`src/ttdb_pkg.sv`:
```
// Shared types and constants for the touch tap debounce block with bus backoff.
// Holds the status codes, the configuration, state and result records.
// No dependencies.
`timescale 1ns / 1ps

package ttdb_pkg;

   // Result status codes
   typedef enum logic [2:0] {
      ST_ABSENT       = 3'd0,
      ST_BACKOFF_SKIP = 3'd1,
      ST_BUS_FAIL     = 3'd2,
      ST_FAIL_RECOVER = 3'd3,
      ST_NO_TOUCH     = 3'd4,
      ST_HELD         = 3'd5,
      ST_TAP          = 3'd6
   } status_type;

   // Poll outcome codes carried on the request tuser
   localparam logic REQ_BUS_FAIL = 1'b0;
   localparam logic REQ_FRAME    = 1'b1;

   // Configuration register indexes
   localparam int unsigned CSR_INDEX_W = 3;
   localparam logic [CSR_INDEX_W-1:0] CSR_DEVICE_PRESENT   = 3'd0;
   localparam logic [CSR_INDEX_W-1:0] CSR_TAP_DEBOUNCE     = 3'd1;
   localparam logic [CSR_INDEX_W-1:0] CSR_RELEASE_DEBOUNCE = 3'd2;
   localparam logic [CSR_INDEX_W-1:0] CSR_FAIL_THRESHOLD   = 3'd3;
   localparam logic [CSR_INDEX_W-1:0] CSR_RECOVERY_COOL    = 3'd4;
   localparam logic [CSR_INDEX_W-1:0] CSR_RECOVERY_BACKOFF = 3'd5;
   localparam int unsigned CSR_DATA_W = 16;

   // Reset values of the configuration registers
   localparam logic [15:0] TAP_DEBOUNCE_RST     = 16'd200;
   localparam logic [15:0] RELEASE_DEBOUNCE_RST = 16'd100;
   localparam logic [7:0]  FAIL_THRESHOLD_RST   = 8'd3;
   localparam logic [15:0] RECOVERY_COOL_RST    = 16'd1000;
   localparam logic [15:0] RECOVERY_BACKOFF_RST = 16'd100;

   // Touch decoding constants
   localparam logic [7:0] MAX_POINTS  = 8'd4;
   localparam logic [7:0] FAIL_SAT    = 8'd255;
   localparam int unsigned REQ_DATA_W = 72;
   localparam int unsigned RSP_DATA_W = 32;

   typedef struct packed {
      logic        device_present;
      logic [15:0] tap_debounce_ms;
      logic [15:0] release_debounce_ms;
      logic [7:0]  failure_threshold;
      logic [15:0] recovery_cooldown_ms;
      logic [15:0] recovery_backoff_ms;
   } cfg_type;

   typedef struct packed {
      logic        touch_active;
      logic [31:0] last_tap_ms;
      logic [31:0] last_release_ms;
      logic [7:0]  fail_count;
      logic [31:0] backoff_deadline_ms;
      logic [31:0] last_recovery_ms;
      logic        recovered_once;
   } state_type;

   typedef struct packed {
      logic        req_type;
      logic [31:0] now_ms;
      logic [7:0]  point_count;
      logic [7:0]  x_high_byte;
      logic [7:0]  x_low_byte;
      logic [7:0]  y_high_byte;
      logic [7:0]  y_low_byte;
   } item_type;

   typedef struct packed {
      status_type  status;
      logic        new_tap;
      logic        recover_request;
      logic [11:0] point_x;
      logic [11:0] point_y;
      logic        finger_down;
   } result_type;

endpackage

```
`src/touch_tap_debounce_with_bus_backoff.sv`:
```
// Top level: touch tap debouncer with bus-failure backoff.
// A request beat passes the input register, then the result register fed by
// one step of logic. Throughput: one beat per cycle while rsp_tready does not
// stall the result register; the tracker state is updated as an item moves
// into the result register. Synchronous active-high reset clears the pipeline
// valids and the tracker state and loads the register defaults.
`timescale 1ns / 1ps

module touch_tap_debounce_with_bus_backoff
   import ttdb_pkg::*;
(
   input  logic                   clock,
   input  logic                   reset,
   // Request channel
   input  logic                   req_tvalid,
   output logic                   req_tready,
   // tdata from bit 0: now_ms[31:0], point_count[7:0], x_high_byte[7:0],
   // x_low_byte[7:0], y_high_byte[7:0], y_low_byte[7:0]
   input  logic [REQ_DATA_W-1:0]  req_tdata,
   // tuser: req_type
   input  logic                   req_tuser,
   // Response channel
   output logic                   rsp_tvalid,
   input  logic                   rsp_tready,
   // tdata from bit 0: new_tap, recover_request, point_x[11:0], point_y[11:0],
   // finger_down, zero padding[4:0]
   output logic [RSP_DATA_W-1:0]  rsp_tdata,
   // tuser: status[2:0]
   output logic [2:0]             rsp_tuser,
   // Configuration write port
   input  logic                   csr_we,
   input  logic [CSR_INDEX_W-1:0] csr_index,
   input  logic [CSR_DATA_W-1:0]  csr_wdata
);

   cfg_type    cfg_ff, cfg_in;
   state_type  state_ff, state_in;
   item_type   item_ff;
   logic       item_valid_ff;
   result_type rsp_ff;
   logic       rsp_valid_ff;
   state_type  state_step;
   result_type result_step;
   logic       rsp_free;
   logic       advance;
   logic       accept;

   // Handshake: the result register takes a beat when empty or being drained
   assign rsp_free   = !rsp_valid_ff || rsp_tready;
   assign advance    = item_valid_ff && rsp_free;
   assign req_tready = !item_valid_ff || rsp_free;
   assign accept     = req_tvalid && req_tready;

   // Configuration register writes
   always_comb begin
      cfg_in = cfg_ff;
      if (csr_we) begin
         case (csr_index)
            CSR_DEVICE_PRESENT:   cfg_in.device_present       = csr_wdata[0];
            CSR_TAP_DEBOUNCE:     cfg_in.tap_debounce_ms      = csr_wdata;
            CSR_RELEASE_DEBOUNCE: cfg_in.release_debounce_ms  = csr_wdata;
            CSR_FAIL_THRESHOLD:   cfg_in.failure_threshold    = csr_wdata[7:0];
            CSR_RECOVERY_COOL:    cfg_in.recovery_cooldown_ms = csr_wdata;
            CSR_RECOVERY_BACKOFF: cfg_in.recovery_backoff_ms  = csr_wdata;
            default:              cfg_in = cfg_ff;
         endcase
      end
   end

   always_ff @(posedge clock) begin
      if (reset) begin
         cfg_ff.device_present       <= 1'b0;
         cfg_ff.tap_debounce_ms      <= TAP_DEBOUNCE_RST;
         cfg_ff.release_debounce_ms  <= RELEASE_DEBOUNCE_RST;
         cfg_ff.failure_threshold    <= FAIL_THRESHOLD_RST;
         cfg_ff.recovery_cooldown_ms <= RECOVERY_COOL_RST;
         cfg_ff.recovery_backoff_ms  <= RECOVERY_BACKOFF_RST;
      end else begin
         cfg_ff <= cfg_in;
      end
   end

   // Input register
   always_ff @(posedge clock) begin
      if (reset) begin
         item_valid_ff <= 1'b0;
      end else if (req_tready) begin
         item_valid_ff <= req_tvalid;
      end
   end

   always_ff @(posedge clock) begin
      if (accept) begin
         item_ff.req_type    <= req_tuser;
         item_ff.now_ms      <= req_tdata[31:0];
         item_ff.point_count <= req_tdata[39:32];
         item_ff.x_high_byte <= req_tdata[47:40];
         item_ff.x_low_byte  <= req_tdata[55:48];
         item_ff.y_high_byte <= req_tdata[63:56];
         item_ff.y_low_byte  <= req_tdata[71:64];
      end
   end

   // One step of the tracker
   ttdb_step u_step (
      .cfg       (cfg_ff),
      .state_cur (state_ff),
      .item      (item_ff),
      .state_nxt (state_step),
      .result    (result_step)
   );

   // Tracker state changes only when the item leaves the input register
   assign state_in = advance ? state_step : state_ff;

   always_ff @(posedge clock) begin
      if (reset) begin
         state_ff <= '0;
      end else begin
         state_ff <= state_in;
      end
   end

   // Result register
   always_ff @(posedge clock) begin
      if (reset) begin
         rsp_valid_ff <= 1'b0;
      end else if (rsp_free) begin
         rsp_valid_ff <= item_valid_ff;
      end
   end

   always_ff @(posedge clock) begin
      if (advance) begin
         rsp_ff <= result_step;
      end
   end

   assign rsp_tvalid = rsp_valid_ff;
   assign rsp_tuser  = rsp_ff.status;
   assign rsp_tdata  = {5'd0, rsp_ff.finger_down, rsp_ff.point_y, rsp_ff.point_x,
                        rsp_ff.recover_request, rsp_ff.new_tap};

   // Checks on the result register and on the step feeding it
   a_tap_flag: assert property (@(posedge clock) disable iff (reset)
      rsp_valid_ff |-> (rsp_ff.new_tap == (rsp_ff.status == ST_TAP)))
      else $error("new_tap disagrees with the status of the response beat");

   a_recover_flag: assert property (@(posedge clock) disable iff (reset)
      rsp_valid_ff |-> (rsp_ff.recover_request == (rsp_ff.status == ST_FAIL_RECOVER)))
      else $error("recover_request disagrees with the status of the response beat");

   a_point_zero: assert property (@(posedge clock) disable iff (reset)
      (rsp_valid_ff && rsp_ff.status != ST_HELD && rsp_ff.status != ST_TAP)
      |-> (rsp_ff.point_x == 12'd0 && rsp_ff.point_y == 12'd0))
      else $error("coordinates reported without a touch");

   a_tap_needs_release: assert property (@(posedge clock) disable iff (reset)
      (advance && result_step.new_tap) |-> !state_ff.touch_active)
      else $error("tap reported while the finger was still down");

endmodule

```
`src/ttdb_step.sv`:
```
// Combinational evaluation of one poll item against the tracker state.
// Produces the result record and the state after the item.
// Depends on ttdb_pkg.
`timescale 1ns / 1ps

module ttdb_step
   import ttdb_pkg::*;
(
   input  cfg_type    cfg,
   input  state_type  state_cur,
   input  item_type   item,
   output state_type  state_nxt,
   output result_type result
);

   logic [31:0] deadline_diff;
   logic        in_backoff;
   logic [7:0]  fail_inc;
   logic [31:0] since_tap;
   logic [31:0] since_release;
   logic [31:0] since_recovery;
   logic        cooldown_ok;
   logic        recover_now;
   logic        touched;
   logic        tap_ok;

   // Wrap-safe time differences and the decisions taken from them
   always_comb begin
      deadline_diff  = item.now_ms - state_cur.backoff_deadline_ms;
      in_backoff     = (state_cur.backoff_deadline_ms != 32'd0) && deadline_diff[31];
      fail_inc       = (state_cur.fail_count == FAIL_SAT) ? FAIL_SAT
                                                          : state_cur.fail_count + 8'd1;
      since_recovery = item.now_ms - state_cur.last_recovery_ms;
      cooldown_ok    = since_recovery >= {16'd0, cfg.recovery_cooldown_ms};
      recover_now    = (fail_inc >= cfg.failure_threshold)
                       && (!state_cur.recovered_once || cooldown_ok);
      touched        = (item.point_count != 8'd0) && (item.point_count <= MAX_POINTS);
      since_tap      = item.now_ms - state_cur.last_tap_ms;
      since_release  = item.now_ms - state_cur.last_release_ms;
      tap_ok         = (since_tap >= {16'd0, cfg.tap_debounce_ms})
                       && !state_cur.touch_active
                       && (since_release >= {16'd0, cfg.release_debounce_ms});
   end

   // Result and next state
   always_comb begin
      state_nxt              = state_cur;
      result.status          = ST_ABSENT;
      result.new_tap         = 1'b0;
      result.recover_request = 1'b0;
      result.point_x         = 12'd0;
      result.point_y         = 12'd0;

      if (!cfg.device_present) begin
         result.status = ST_ABSENT;
      end else if (in_backoff) begin
         result.status = ST_BACKOFF_SKIP;
      end else begin
         // Any deadline that is still set here has expired
         state_nxt.backoff_deadline_ms = 32'd0;
         if (item.req_type == REQ_BUS_FAIL) begin
            state_nxt.fail_count = fail_inc;
            result.status        = ST_BUS_FAIL;
            if (recover_now) begin
               state_nxt.recovered_once      = 1'b1;
               state_nxt.last_recovery_ms    = item.now_ms;
               state_nxt.backoff_deadline_ms = item.now_ms
                                               + {16'd0, cfg.recovery_backoff_ms};
               state_nxt.fail_count          = 8'd0;
               result.status                 = ST_FAIL_RECOVER;
               result.recover_request        = 1'b1;
            end
         end else begin
            state_nxt.fail_count = 8'd0;
            if (!touched) begin
               if (state_cur.touch_active) begin
                  state_nxt.last_release_ms = item.now_ms;
                  state_nxt.touch_active    = 1'b0;
               end
               result.status = ST_NO_TOUCH;
            end else begin
               result.point_x = {item.x_high_byte[3:0], item.x_low_byte};
               result.point_y = {item.y_high_byte[3:0], item.y_low_byte};
               result.status  = ST_HELD;
               if (tap_ok) begin
                  state_nxt.last_tap_ms = item.now_ms;
                  result.status         = ST_TAP;
                  result.new_tap        = 1'b1;
               end
               state_nxt.touch_active = 1'b1;
            end
         end
      end

      result.finger_down = state_nxt.touch_active;
   end

endmodule

```
`config.mk`:
```
export PLATFORM = sky130hd
export DESIGN_NAME = touch_tap_debounce_with_bus_backoff
export DESIGN_NICKNAME = d
export VERILOG_FILES = /design/src/ttdb_pkg.sv /design/src/touch_tap_debounce_with_bus_backoff.sv /design/src/ttdb_step.sv
export SDC_FILE = /design/constraint.sdc
export NUM_CORES = 1
export LEC_CHECK = 0
export BUFFER_PORTS_ARGS = -buffer_cell sky130_fd_sc_hd__buf_2
export CAP_MARGIN = 20
export CORE_UTILIZATION = 58
export DETAILED_ROUTE_END_ITERATION = 12
export PLACE_DENSITY = 0.77
export SLEW_MARGIN = 20
export SYNTH_ARGS = -nofsm -noshare
export SYNTH_HDL_FRONTEND = slang
export SYNTH_SLANG_ARGS = --single-unit
export TNS_END_PERCENT = 5
```
`constraint.sdc`:
```
create_clock -name clock -period 7.8 [get_ports clock]
set_input_delay 1.17 -clock clock [delete_from_list [all_inputs] [get_ports clock]]
set_output_delay 1.17 -clock clock [all_outputs]
set_load 0.005 [all_outputs]
```
=== After elaboration in Yosys (flattened, before gate mapping) ===
Cells that the tools add are included.

* $mul: 0
* Magnitude comparators: 5
* Equal/unequal tests: 6
* Reduce and logical (&&, ||, !) cells: 30
* Divide/modulo/power cells: 0
* Bitwise gates (word level): 4
* Add/subtract/negate cells: 6
* Shifts and indexed selects: 0
* Mux-type cells: 18

{| class="wikitable"
|+ Operator list
! operator !! count
|-
| $mux 138 || 2
|-
| $mux 65 || 2
|-
| $mux 32 || 4
|-
| $sub 32x32->32 || 4
|-
| $ge 32x16->1 || 3
|-
| $mux 73 || 1
|-
| $add 32x16->32 || 1
|-
| $reduce_bool 32->1 || 1
|-
| $mux 8 || 2
|-
| $reduce_and 2->1 || 6
|-
| $reduce_and 6->1 || 2
|-
| $mux 3 || 3
|-
| $add 8x1->8 const B || 1
|-
| $eq 8x8->1 const B || 1
|-
| $ge 8x8->1 || 1
|-
| $le 8x3->1 const B || 1
|-
| $reduce_bool 8->1 || 1
|-
| $logic_and 1x1->1 || 7
|-
| $eq 3x2->1 const B || 2
|-
| $eq 3x3->1 const B || 2
|-
| $reduce_and 5->1 || 1
|-
| $logic_not 1->1 || 4
|-
| $mux 1 || 4
|-
| $not 1->1 || 4
|-
| 7 further kinds || 9
|}

* Output and inout bits: 37
* Bits in registers: 308
* Bits of input ports: 97
* Bits in latches: 0
* RAM bits: 0
* ROM bits: 0
* Memories: 0
* Logic and storage cells: 98

=== Depth between registers and ports, before layout ===
Gate-level depths: netlist of the first run.

* Depth in word-level cells: 9
* Depth in mapped cells: 24

=== By module ===
From an unflattened synthesis of the first run, not the netlist that was laid out.

* Cell total of the unflattened synthesis: 2,685
* Area, all modules: 23,263.6 µm²

{| class="wikitable"
|+ By module, submodules not included
! module !! cells each !! instances !! area each (µm²)
|-
| touch_tap_debounce_with_bus_backoff || 1,028 || 1 || 11,898.9
|-
| ttdb_step || 1,657 || 1 || 11,364.6
|}

=== Least setup slack after synthesis of the first run ===
No wires, ideal clock.

* Path type: register -> register
* From: reg item_ff[41] (netlist name)
* To: reg state_ff[106] (netlist name)
* Setup time: 121 ps
* Cell stages (with the launch flop): 24
* Data required time: 7,679 ps
* Period minus slack after synthesis: 4,856 ps
* Data arrival time: 4,735 ps
* Slack: 2,944 ps
* Cells stage by stage: edfxtp_1 -> inv_1 -> fa_1 -> nand2b_1 -> a21oi_1 -> o21ai_0 -> nand2_1 -> nand2_1 -> nand2_1 -> a21oi_1 -> o21bai_1 -> xor2_1 -> ha_1 -> nor2b_1 -> o21ai_0 -> o2111ai_1 -> or4_1 -> or4_1 -> a311oi_1 -> nand3_1 -> o41ai_4 -> nor4_2 -> buf_6 -> mux2i_1

* Cells in the longest elaborated chain, start to end: 5

{| class="wikitable"
|+ RTL lines
! item !! RTL line !! source
|-
| start, declared || touch_tap_debounce_with_bus_backoff.sv:38 || <nowiki>item_type item_ff;</nowiki>
|-
| $sub 32x32->32 || ttdb_step.sv:38 || <nowiki>since_tap = item.now_ms - state_cur.last_tap_ms;</nowiki>
|-
| $ge 32x16->1 || ttdb_step.sv:40 || <nowiki>tap_ok = (since_tap >= {16'd0, cfg.tap_debounce_ms})</nowiki>
|-
| $logic_and 1x1->1 || ttdb_step.sv:41 || <nowiki>&& !state_cur.touch_active</nowiki>
|-
| $logic_and 1x1->1 || ttdb_step.sv:42 || <nowiki>&& (since_release >= {16'd0, cfg.release_debounce_ms});</nowiki>
|-
| $reduce_and 6->1 (no source line) || -- ||
|-
| end signal, assigned || touch_tap_debounce_with_bus_backoff.sv:120 || <nowiki>state_ff <= state_in;</nowiki>
|-
| end, declared || touch_tap_debounce_with_bus_backoff.sv:37 || <nowiki>state_type state_ff, state_in;</nowiki>
|}

Parallel ways exist; a longest one is shown, timed or not.
A chain may end at the register's enable or synchronous reset.

=== Worst setup path after layout of the first run ===
* From: reg item_ff[40] (netlist name)
* To: reg state_ff[21] (netlist name)

* Cells in the longest elaborated chain, start to end: 5

{| class="wikitable"
|+ RTL lines
! item !! RTL line !! source
|-
| $sub 32x32->32 || ttdb_step.sv:33 || <nowiki>since_recovery = item.now_ms - state_cur.last_recovery_ms;</nowiki>
|-
| $ge 32x16->1 || ttdb_step.sv:34 || <nowiki>cooldown_ok = since_recovery >= {16'd0, cfg.recovery_cooldown_ms};</nowiki>
|-
| $logic_or 1x1->1 || ttdb_step.sv:36 || <nowiki>&& (!state_cur.recovered_once || cooldown_ok);</nowiki>
|-
| $logic_and 1x1->1 || ttdb_step.sv:36 ||
|-
| $reduce_and 5->1 (no source line) * || -- ||
|}

Mark *: on every way between the ends. The rest lies on a longest branch, timed or not.

==> results of run 1 <==
final cells by class:
class / count / area, um2 / area share
Multi-Input combinational cell: 1767 / 11500 / 0.529
Sequential cell: 308 / 7120 / 0.328
Clock buffer: 41 / 918 / 0.0423
Inverter: 207 / 779 / 0.0359
Timing Repair Buffer: 132 / 691 / 0.0318
Tap cell: 448 / 561 / 0.0258
Clock inverter: 20 / 170 / 0.00784
metrics by stage:
step	hold slack [ns]	instance area [um2]	total power, mW
floorplan	0.432	19800	2.15
global placement	0.442	20600	2.30
detailed placement	0.447	20600	2.32
CTS	0.458	21700	3.89
global route	0.476	21700	4.02
finish	0.457	21700	3.88
registers in the layout, summed over array words and instances, names as in the netlist:
name and cells:
state_ff 138, rsp_tdata 27, item_ff 65, rsp_tuser 3, rsp_tvalid 1, cfg_ff 73
item_valid_ff 1
cell families (layout without fill, tap and decap cells):
logic type | count (synthesis) | count (layout) | share of synthesized area
simple gates | 796 | 796 | 0.189
buf+inv | 308 | 400 | 0.0620
fa+ha+maj | 200 | 200 | 0.128
flops | 308 | 308 | 0.360
other cells | 1 | 5 | 0.000189
mux | 42 | 42 | 0.0213
compound gates | 631 | 631 | 0.199
xor+xnor | 93 | 93 | 0.0412
where the power goes:
part | internal, mW | leakage (nW) | switching (mW)
sequential | 1.69 | 2.63 | 0.0427
combinational | 0.218 | 5.06 | 0.351
clock | 0.915 | 0.539 | 0.663
layout by cell type, fill, tap and decap left out, types with 14 or more instances in the layout:
cell	n
inv_1	206
dfxtp_1	213
xor2_1	42
o211ai_1	36
edfxtp_1	95
nor4_1	22
a211oi_1	22
nor2_1	102
o21ai_0	171
nand4_1	43
ha_1	196
nor3_1	34
clkbuf_16	35
nand2b_1	19
buf_2	120
a21oi_1	202
nand3_1	106
or3_1	14
o21a_1	24
and2_1	33
nand2_1	344
mux2i_1	41
a21o_1	51
and3_1	19
nor2b_1	20
xnor2_1	51
critical path, cell delays in order, from the launching register on:
cell       delay, ns
edfxtp_1        0.45
inv_1           0.20
ha_1            0.23
inv_1           0.07
fa_1            0.44
a211oi_1        0.31
o21bai_1        0.15
and3_1          0.21
or3_1           0.40
a21oi_1         0.18
xnor2_1         0.15
ha_1            0.27
nand4_1         0.11
nor2_1          0.08
and2_0          0.15
a311oi_1        0.39
nand2_1         0.10
a21o_1          0.16
a2111oi_0       0.54
nand4_1         0.48
nand4_1         0.32
buf_4           0.53
nand3_1         0.15
o21ai_0         0.11
layer usage:
metal  GRT usage  vias to the layer above  wire, um  part of all wire
li1            -                     8591         -                 -
met1       0.412                     8326     23600              0.43
met2       0.516                      650     25200              0.46
met3      0.0474                      112      4320             0.079
met4       0.106                        2      1850             0.034
met5           0                        -        13           0.00024
final timing paths:
path                            cells after the start           end  slack, ns
worst min register to register                      2    cfg_ff[41]       0.46
worst min-delay path                                2    cfg_ff[41]       0.46
worst max register to register                     23  state_ff[21]       1.49
worst max-delay path                               23  state_ff[21]       1.49
==> impl_metrics.json, run 1 <==
{
  "worst_slew_pin_slew_ns": 1.10,
  "finalCritPeriodShare": 0.809,
  "grt_max_degree": 83,
  "dieArea_mm2": 0.0349,
  "area_growth_pct": 9.72,
  "max_freq_mhz": 159,
  "yosys.area.top_type_share": 0.215,
  "grt_pass1_wl_um": 87400,
  "yosysMostFrequentCell": "nand2_1",
  "route.detailed.wl_per_inst_um": 18.8,
  "rsz0062_at_grt": "false",
  "endpoint_kind": "flip-flop",
  "clk_pin_slew_ns": 0.06,
  "yosys_warnings": 0,
  "synth_top_cells_by_area": "dfxtp_1, edfxtp_1, ha_1, nand2_1, a21oi_1",
  "start_kind": "flip-flop",
  "vdd_drop_max_mv": 0.206,
  "ant_nets": 0,
  "synth-edff-count": 95,
  "n_fill_cell": 2884,
  "grt_usage": 0.311,
  "tns_ns": 0,
  "status": "complete, no violations",
  "drt_iter0_markers": 1527,
  "yosysSeqAreaShare": 0.360,
  "power.density_mw_per_mm2": 179,
  "setup_ws_ns": 1.49,
  "instances_no_fill": 2923,
  "layout-drive-gt1-share": 0.0844,
  "critPathMaxFanout": 65,
  "hold_viol": 0,
  "min_from": "cfg_ff[41]",
  "wl_um": 55000,
  "async_reset_ff_frac": 0,
  "slew_headroom": 0.258,
  "cts_hold_buf": 0,
  "p_leak_nw": 8.23,
  "synthTopCellsByCount": "nand2_1, dfxtp_1, inv_1, a21oi_1, ha_1",
  "start_util": 0.590,
  "synth_top_area_cell": "dfxtp_1",
  "grt_pass1_vias": 16897,
  "ys_types": 86,
  "clock_skew_ns": 0.0262,
  "dp_cells": 2862,
  "die_h_um": 187,
  "finish.utilization": 0.648,
  "gp_congestion": 0.983,
  "cts.path.max_buffers": 3,
  "clk_latency_ns": 0.52,
  "coreArea_mm2": 0.0335,
  "htreeDepth": 2,
  "ys.flop_type": "dfxtp_1",
  "synth_seq_cells": 308,
  "numPortBuffers": 120,
  "nets": 2747,
  "routed_via_density": 6.05,
  "finalSetupViolations": 0,
  "post-route-drc-count": 0,
  "drv_cap": 0,
  "worst-endpoint-required_ns": 8.22,
  "critical_path_arrival_ns": 6.73,
  "netlist_area_mm2": 0.0198,
  "vias": 17681,
  "root_buffer": "clkbuf_16",
  "diodes": 0,
  "dp_hpwl_um": 42300,
  "grt.overflow.total": 0,
  "cts_buffers": 34,
  "antenna_found_initial": 1,
  "startpoint": "item_ff[40]",
  "hp-class": "reg2reg",
  "synth.avg_cell_area_um2": 8.32,
  "io_pins": 134,
  "dieWidth_um": 187,
  "synthCells": 2379,
  "r2r-start": "item_ff[40]",
  "critical_path_class": "reg2reg",
  "cts_tree": "yes",
  "postCtsResizedCells": 0,
  "drtPass1Iterations": 5,
  "postCtsSetupRepairBufs": 0,
  "post-route-min-period_ns": 6.31,
  "preCtsSetupSlack_ns": 1.66,
  "rows": 67,
  "drv_slew": 0,
  "clock-sinks": 308
}
Power figures use the tool's default switching activity.
==> run 2: changes to the inputs <==
--- a/config.mk
+++ b/config.mk
@@ -5,6 +5,7 @@
 export SDC_FILE = /design/constraint.sdc
 export NUM_CORES = 1
 export LEC_CHECK = 0
+export ABC_AREA = 1
 export BUFFER_PORTS_ARGS = -buffer_cell sky130_fd_sc_hd__buf_2
 export CAP_MARGIN = 20
 export CORE_UTILIZATION = 58
==> constraint.sdc (replaced) <==
create_clock -name clock -period 5.9 [get_ports clock]
set_input_delay 0.885 -clock clock [delete_from_list [all_inputs] [get_ports clock]]
set_output_delay 0.885 -clock clock [all_outputs]
set_load 0.005 [all_outputs]
==> impl_metrics.json, run 2 <==
{
  "status": "complete, no violations",
  "power.density_mw_per_mm2": 232,
  "synth_top_cells_by_area": "dfxtp_1, nand2_1, edfxtp_1, ha_1, inv_1",
  "worst_slew_pin_slew_ns": 1.12,
  "yosys.area.top_type_share": 0.199,
  "io_pins": 134,
  "power_mw": 5.50,
  "yosysMostFrequentCell": "nand2_1",
  "p_leak_nw": 11.9,
  "grt_pass1_vias": 19339,
  "drtPass1Iterations": 5,
  "tns_ns": 0,
  "post-route-min-period_ns": 4.88,
  "clk_latency_ns": 0.54,
  "register_area_mm2": 0.00712,
  "final_cell_mix": "nand2_1, inv_1, nor2_1",
  "synth.avg_cell_area_um2": 6.69,
  "post-route-drc-count": 0,
  "reg_top3": "state_ff (138), cfg_ff (73), item_ff (65)",
  "yosys_warnings": 0,
  "finalCritPeriodShare": 0.828,
  "clock-sinks": 308,
  "route.detailed.wl_per_inst_um": 16.2,
  "cts_tree": "yes",
  "hp-class": "reg2reg",
  "yosysSeqAreaShare": 0.332,
  "synth_seq_cells": 308,
  "multi_input_area_mm2": 0.0119,
  "min_from": "state_ff[0]",
  "critPathMaxFanout": 64,
  "htreeDepth": 2,
  "postCtsResizedCells": 0,
  "start_kind": "flip-flop",
  "numPortBuffers": 120,
  "critical_path_arrival_ns": 5.30,
  "r2r-start": "item_ff[43]",
  "diodes": 0,
  "cts.path.max_buffers": 3,
  "ys.flop_type": "dfxtp_1",
  "max_freq_mhz": 205,
  "grt.overflow.total": 0,
  "n_fill_cell": 3329,
  "slew_headroom": 0.248,
  "coreArea_mm2": 0.0365,
  "rows": 70,
  "synth-edff-count": 95,
  "drv_slew": 0,
  "dieArea_mm2": 0.0378,
  "wl_um": 61600,
  "dieWidth_um": 194,
  "area_growth_pct": 10.5,
  "largest_register_ffs": 138,
  "vdd_drop_max_mv": 0.358,
  "synthTopCellsByCount": "nand2_1, inv_1, nor2_1, a21oi_1, dfxtp_1",
  "whs_endpoint": "state_ff[0]",
  "dp_hpwl_um": 47700,
  "hold_viol": 0,
  "antenna_found_initial": 1,
  "ys_types": 50,
  "nets": 3612,
  "netlist_area_mm2": 0.0215,
  "finalSetupViolations": 0,
  "rsz0062_at_grt": "false",
  "synthCells": 3205,
  "grt_max_degree": 78,
  "holdPathStages": 2,
  "drt_iter0_markers": 1376,
  "r2r_cells": 23,
  "endpoint_kind": "flip-flop",
  "worst-endpoint-required_ns": 6.32,
  "cts_buffers": 35,
  "layout-drive-gt1-share": 0.0665,
  "ant_nets": 0,
  "final_common_cell": "nand2_1",
  "gp_congestion": 0.972,
  "rr_endpoint": "state_ff[127]",
  "drv_cap": 0,
  "clock_skew_ns": 0.0153,
  "clk_pin_slew_ns": 0.06,
  "grt_pass1_wl_um": 97600,
  "async_reset_ff_frac": 0,
  "start_util": 0.587,
  "grt_usage": 0.325,
  "die_h_um": 194,
  "postCtsSetupRepairBufs": 0,
  "critical_path_class": "reg2reg",
  "synth_top_area_cell": "dfxtp_1",
  "vias": 20554,
  "r2r_slack_ns": 1.02,
  "root_buffer": "clkbuf_16",
  "routed_via_density": 5.40,
  "cts_hold_buf": 0,
  "largest-register": "state_ff"
}
[run 2: how the worst max path moves through the flow]
stage | from | end | slack, ns | cells after the start
3_3_place_gp | item_ff[42] | state_ff[113] | 1.28 | 21
2_1_floorplan | item_ff[40] | state_ff[133] | 2.58 | 25
5_1_grt | item_ff[40] | state_ff[127] | 0.58 | 24
3_5_place_dp | item_ff[40] | state_ff[123] | 1.13 | 24
6_report | item_ff[43] | state_ff[127] | 1.02 | 23
4_1_cts | item_ff[40] | state_ff[127] | 1.09 | 24
[run 2: worst max-delay path, stage by stage, from the launching register on]
cell	delay (ns)
edfxtp_1	0.93
ha_1	0.43
nand2_1	0.13
inv_1	0.07
nand2_1	0.07
nand2_1	0.05
nand2_1	0.06
nand3_1	0.19
nand2_1	0.11
nand2_1	0.12
xor2_1	0.17
ha_1	0.29
a21oi_1	0.13
nor3_1	0.06
a211oi_1	0.22
o21ai_0	0.13
nor2_1	0.15
nand3_1	0.15
nor2_1	0.11
nand3_1	0.22
nand4_4	0.62
nand2_1	0.13
nand2_1	0.11
nor2_1	0.05
[run 2: kinds of logic after synthesis]
kind of cell | Yosys count | synth area share
simple gates | 1540 | 0.292
buf+inv | 627 | 0.114
flops | 308 | 0.332
compound gates | 449 | 0.111
xor+xnor | 80 | 0.0327
fa+ha+maj | 200 | 0.118
other cells | 1 | 0.000175
[run 2: layer usage]
metal  part of all wire  up-vias  routed length [um]  global-route usage
met5                  0        -                   0                   0
met4              0.037        0                2260               0.125
met3              0.067      127                4150              0.0455
met2               0.47      649               28700               0.557
met1               0.43     9414               26500               0.414
li1                   -    10364                   -                   -
[run 2: area by class of cell]
| cell class | count | area share |
|---|---|---|
| clock buffers | 46 | 0.0417 |
| multi-input cells | 2274 | 0.502 |
| repair buffers | 145 | 0.0334 |
| clock inverters | 16 | 0.0104 |
| inverters | 551 | 0.0873 |
| flip-flops and latches | 308 | 0.300 |
| well taps | 468 | 0.0247 |
[run 2: power breakdown]
part / switching (mW) / internal (mW)
sequential: 0.0659 / 2.24
clock: 0.883 / 1.44
combinational: 0.561 / 0.304
total: 1.51 / 3.99
[run 2: metrics by stage]
stage	cell area, um2	cells	setup slack, ns	hold slack, ns	utilization
after floorplan	21500	3209	2.58	0.430	-
after global placement	22500	3745	1.28	0.441	0.615
after detailed placement	22500	3745	1.13	0.448	0.615
after CTS	23700	3807	1.09	0.456	0.649
after global routing	23700	3808	0.581	0.467	0.649
final	23700	3808	1.02	0.459	0.649
